File: src/rtl/core/plc_pkg.sv
package plc_pkg;

	localparam int VW = 32;
	localparam int KCW = 5;
	localparam int DIV_STEPS = 33;
	localparam int DCW = 6;

	typedef enum logic [1:0] {
		OP_ADD    = 2'd0,
		OP_REMOVE = 2'd1,
		OP_CLEAR  = 2'd2,
		OP_EVAL   = 2'd3
	} op_e;

	localparam logic [1:0] ST_OK    = 2'd0;
	localparam logic [1:0] ST_FULL  = 2'd1;
	localparam logic [1:0] ST_RANGE = 2'd2;

	typedef enum logic [2:0] {
		S_IDLE,
		S_MATCH,
		S_PICK,
		S_CLASS,
		S_MUL,
		S_DIV,
		S_FIN,
		S_DONE
	} state_t;

	typedef struct packed {
		logic signed [VW-1:0] pos;
		logic signed [VW-1:0] st;
		logic signed [VW-1:0] et;
		logic signed [VW-1:0] sv;
		logic signed [VW-1:0] ev;
	} key_t;

	typedef struct packed {
		logic ins_en;
		logic rem_en;
	} cell_ctl_t;

endpackage

File: src/rtl/core/plc_cell.sv
module plc_cell (
	input  logic                       clk,
	input  plc_pkg::cell_ctl_t         ctl,
	input  logic                       valid,
	input  logic                       right_valid,
	input  logic                       rem_shift,
	input  logic                       left_le,
	input  plc_pkg::key_t              new_key,
	input  plc_pkg::key_t              left_key,
	input  plc_pkg::key_t              right_key,
	input  logic signed [31:0]         query,
	output plc_pkg::key_t              key,
	output logic                       le,
	output logic                       match
);
	import plc_pkg::*;

	key_t key_q;

	assign key = key_q;
	assign le = valid && (key_q.pos <= new_key.pos);
	assign match = valid && right_valid && (query >= key_q.pos) && (query < right_key.pos);

	// keys at or below the new position hold; the first one above takes it; the rest shift up
	always_ff @(posedge clk) begin
		if (ctl.ins_en && !le) begin
			key_q <= left_le ? new_key : left_key;
		end else if (ctl.rem_en && rem_shift) begin
			key_q <= right_key;
		end
	end

endmodule

File: config.mk
export PLATFORM = sky130hd
export DESIGN_NAME = plc_cell
export DESIGN_NICKNAME = d
export VERILOG_FILES = /design/src/rtl/core/plc_pkg.sv /design/src/rtl/core/plc_cell.sv
export SDC_FILE = /design/constraint.sdc
export NUM_CORES = 1
export LEC_CHECK = 0
export BUFFER_PORTS_ARGS = -buffer_cell sky130_fd_sc_hd__clkbuf_2
export CAP_MARGIN = 20
export CORE_AREA = 2 2 262 264
export DETAILED_ROUTE_END_ITERATION = 10
export DIE_AREA = 0 0 264 266
export PLACE_DENSITY = 0.36
export SLEW_MARGIN = 5
export SYNTH_ARGS = -nofsm -noshare
export SYNTH_HDL_FRONTEND = slang
export SYNTH_SLANG_ARGS = --single-unit
File: constraint.sdc
create_clock -name clk -period 11.7 [get_ports clk]
set_input_delay 2.34 -clock clk [delete_from_list [all_inputs] [get_ports clk]]
set_output_delay 2.34 -clock clk [all_outputs]
set_load 0.05 [all_outputs]
# Yosys cells after proc, flatten, opt, wreduce, memory -nomap -nowiden
# Cells that the tools add are included.
# totals
regBits	160
output_inout_bits	162
wordCells	19
# classes
order_cmp	3
muxes	3
n_reduce_logical	8
# op_table
operator	n
$mux 160	3
$ge 32x32->1	1
$le 32x32->1	1
$lt 32x32->1	1
$logic_and 1x1->1	6
$reduce_bool 2->1	1
$logic_not 1->1	1

# Logic depth before layout (Yosys ltp)
# depth
ltp_word	5
ltp_mapped	11

# Worst setup path before layout
# OpenSTA, ideal clock, no wires.
# synth_path
path_type	input-to-reg
from	in new_key[159] (netlist bit)
to	reg key_q, in the netlist key[0], enable pin
arrival_ns	7.658
slack_ns	3.524
stages	10
path_cell_list	inv_1 ha_1 nand4_1 or4_1 nor3_1 o21ai_1 o311ai_2 buf_4 buf_2 a21o_1
# synth_between
elab_chain_cells	5
# synth_rtl
item	line	source
from (decl)	plc_cell.sv:8	input plc_pkg::key_t new_key,
$le 32x32->1	plc_cell.sv:21	assign le = valid && (key_q.pos <= new_key.pos);
$logic_and 1x1->1	plc_cell.sv:21	
$logic_not 1->1	plc_cell.sv:26	if (ctl.ins_en && !le) begin
$logic_and 1x1->1	plc_cell.sv:26	
$reduce_bool 2->1 (no line)	n/a	
to (signal assigned)	plc_cell.sv:27	key_q <= left_le ? new_key : left_key;
to (signal assigned)	plc_cell.sv:29	key_q <= right_key;
to (decl)	plc_cell.sv:18	key_t key_q;
# Every way passes these cells.
# A chain may end at the register's enable or synchronous reset.

# Worst setup path in the final report
# layout_path
from	in new_key[159] (netlist bit)
to	out le
# layout_between
elab_chain_cells	2
# layout_rtl
item	line	source
$le 32x32->1	plc_cell.sv:21	
$logic_and 1x1->1	plc_cell.sv:21	
to (decl)	plc_cell.sv:13	output logic le,
# Every way passes these cells.

==> results.md <==
* Result of the run: complete, no violations
* Post-Syn Area per Cell at 12.6 µm²
* Deepest level of the CTS H-tree at 4
* Share of synthesized area occupied by flip-flops and latches at 43.7%
* Number of maximum-capacitance constraint violations at 0
* Post-synth top area share at 43.7%
* Count of different cell masters after synthesis at 43
* Antenna-violating nets left at 0
* Flip-flop count of the largest register after layout at 160
* Number of hold violations in the final report at 0
* Cell taking the most area after synthesis: edfxtp_1
* Area overhead of the layout relative to synthesis at 45.5%
* Worst setup slack after layout at 4.45 ns
* Most common cell in the synthesized netlist: mux2_2
* HPWL after detailed placement at 40700 µm
* Maximum vdd ir drop at 0.0964 mV
* Ranking of synthesized cells by instance count: 200 x mux2_2, 160 x edfxtp_1, 102 x inv_1
* Crit share post-route at 62.0%
* Proportion of synthesized flip-flops having asynchronous set or reset at 0%
* CP Class: primary input to output port
* Power density over the cells at 163 nW/µm²
* Leakage power of the design at 7.66 nW
* Via count of the first global-routing pass at 10400
* Post-synthesis instance area at 11000 µm²
* Post-detailed-route DRC marker count at 0
* Number of buffers on the longest clock path at 2
* First-pass detailed-route iteration total at 4
* Leading cell types by total area after synthesis: edfxtp_1 44%, mux2_2 20%, ha_1 11%
* Final Cell Area at 16000 µm²
* DR iter-0 viols at 339
* # IOs at 681
* Worst Setup Start Kind: primary input
* Number of antenna violations at the first check in global routing at 10
* Count of vias placed by the detailed router at 9546
* Final count of pins violating max slew at 0
* Detail-routed via count per cell at 3.92
* Total die area at 70200 µm²
* Flops & latches, synth at 160
* Instance area after placement at 15400 µm²
* FMAX at 138 MHz
* Overall overflow remaining after global route at 0
* Delay of the slowest critical-path stage at 0.65 ns
* Max_slew headroom at 37.8%
* Number of buffers created by CTS at 17
* First-pass GRT wire length at 69100 µm
* Main flop type after synthesis: edfxtp_1
* CP required at 9.36 ns
* Drt wl/cell at 19.9 µm
* CTS tree: built
* Slew @ Worst Pin at 0.933 ns
* Die X at 264 µm
* Worst-path cell with the longest stage delay: or4_1
* Data arrival, critical path at 4.91 ns
* Root buffer cell: clkbuf_16
* Total Neg Setup Slack at 0 ns
* Clock skew after layout at 0.0215 ns
* Post-Route Utilization at 23.6%
* Worst setup slack before clock tree synthesis at 4.45 ns
* Finish-stage setup viols at 0
* Count of hold-fix buffers inserted at cts at 0
* Mapped Cells at 870
* Post-CTS Setup Repair Bufs at 0
* Count of filler cells inserted in the layout at 7484
* Routed wire length at 48600 µm
* Count of port buffers added during placement at 680
* Period minus WS final at 7.25 ns
* Yosys warns at 0
* Proportion of layout cells with a drive suffix above 1 at 59.3%
* Count of cells resized by post-cts repair at 0
* Y dimension of the die at 266 µm
* Cell chain of the critical path: clkbuf_2, inv_1, ha_1, nand4_1, or4_1, nor3_1, nor3_1, o32a_1, a21boi_0, clkbuf_2
* Setup repair after global routing missed its margin: false
* Nets@finish at 2155
* Starting density of the core at 16.2%
* Maximum number of pins on one net before global-route repair at 103
* Row count at 96
* Latest clock arrival within the worst-skew pair at 0.49 ns
* Clock transition at path regs at 0.08 ns
* Type of the tightest min-delay check: flop to flop
* Worst-case hold slack at 1.35 ns
* Global placement routability congestion at 0.896
* EDFF count, synth at 160
* CTS sink cnt at 160
* Gr usage total at 13.7%
* Floorplan core area at 67700 µm²
* Category of the worst setup path capture point: output port
* Post-Synthesis Net Count at 1484
* Max Fanout on Critical Path at 6
-- stage by stage --
stage               cells  power [mW]
global route         2437        2.75
global placement     2404        2.06
detailed placement   2404        2.06
finish               2438        2.62
CTS                  2436        2.67
floorplan             870        1.69
-- report_power, final --
group | internal, mW | total [mW] | switching [mW]
sequential | 0.809 | 0.864 | 0.0549
combinational | 0.348 | 1.16 | 0.810
clock | 0.287 | 0.593 | 0.306
total | 1.44 | 2.62 | 1.17
-- worst max-delay path, delay by kind of cell --
kind | cells | cell delay [ns]
and+or+nand+nor | 4 | 1.20
buffers and inverters | 3 | 0.55
AOI/OAI and AO/OA | 2 | 0.39
adders and majority gates | 1 | 0.42
-- layer usage --
metal	up-vias	routed length, µm	GRT usage, %	part of all wire, %
met3	50	3700	4.70	7.6
li1	4602	-	-	-
met1	4509	19000	15.1	39
met4	12	1060	4.33	2.2
met2	373	24800	24.5	51
met5	-	80	0	0.16
-- worst paths after layout --
| check | from | to | slack, ns | cells after the start |
|---|---|---|---|---|
| max | new_key[159] | le | 4.45 | 10 |
| min reg2reg | key[159] | key[158] | 1.35 | 4 |
| max reg2reg | key[153] | key[12] | 6.98 | 10 |
| min | key[159] | key[158] | 1.35 | 4 |
-- cell usage in the layout, fill, tap and decap left out, types with 2 or more instances in the layout --
master | Yosys | layout
clkbuf_16 | 0 | 17
diode_2 | 0 | 2
a21o_1 | 9 | 8
a211oi_1 | 4 | 4
clkinvlp_4 | 0 | 2
o21ai_0 | 15 | 15
a221oi_1 | 2 | 2
a21oi_1 | 36 | 36
ha_1 | 95 | 95
mux2_1 | 58 | 58
edfxtp_1 | 160 | 160
clkbuf_2 | 0 | 679
mux2i_1 | 62 | 62
nor2_1 | 8 | 8
inv_1 | 102 | 102
nand2_1 | 18 | 18
nor2b_1 | 6 | 6
nand3_1 | 10 | 10
buf_4 | 1 | 6
clkinv_8 | 0 | 4
inv_6 | 0 | 2
o31ai_1 | 2 | 2
nand2b_1 | 3 | 3
nand4_1 | 16 | 16
inv_8 | 0 | 5
mux2_2 | 200 | 200
o211ai_1 | 4 | 4
a2111oi_0 | 3 | 3
nor3_1 | 5 | 5
-- layout make-up --
cell class              count  area (µm²)  share of cell area, %
inverters                 102         383                   2.39
well taps                 882        1100                   6.89
flip-flops and latches    160        4800                   30.0
diodes                      2        5.00                 0.0313
multi-input cells         573        5650                   35.3
clock inverters            14         163                   1.02
clock buffers              18         429                   2.68
repair buffers            687        3470                   21.7
-- logic make-up after synthesis --
| group | Yosys count | synth area share [%] |
|---|---|---|
| AND/OR/NAND/NOR | 72 | 3.35 |
| flip-flops | 160 | 43.7 |
| buffers and inverters | 137 | 5.15 |
| multiplexers | 320 | 32.0 |
| adder cells (fa/ha/maj) | 95 | 10.8 |
| AO/OA/AOI/OAI | 86 | 4.99 |
No activity file was read; power rests on OpenSTA's default activity.
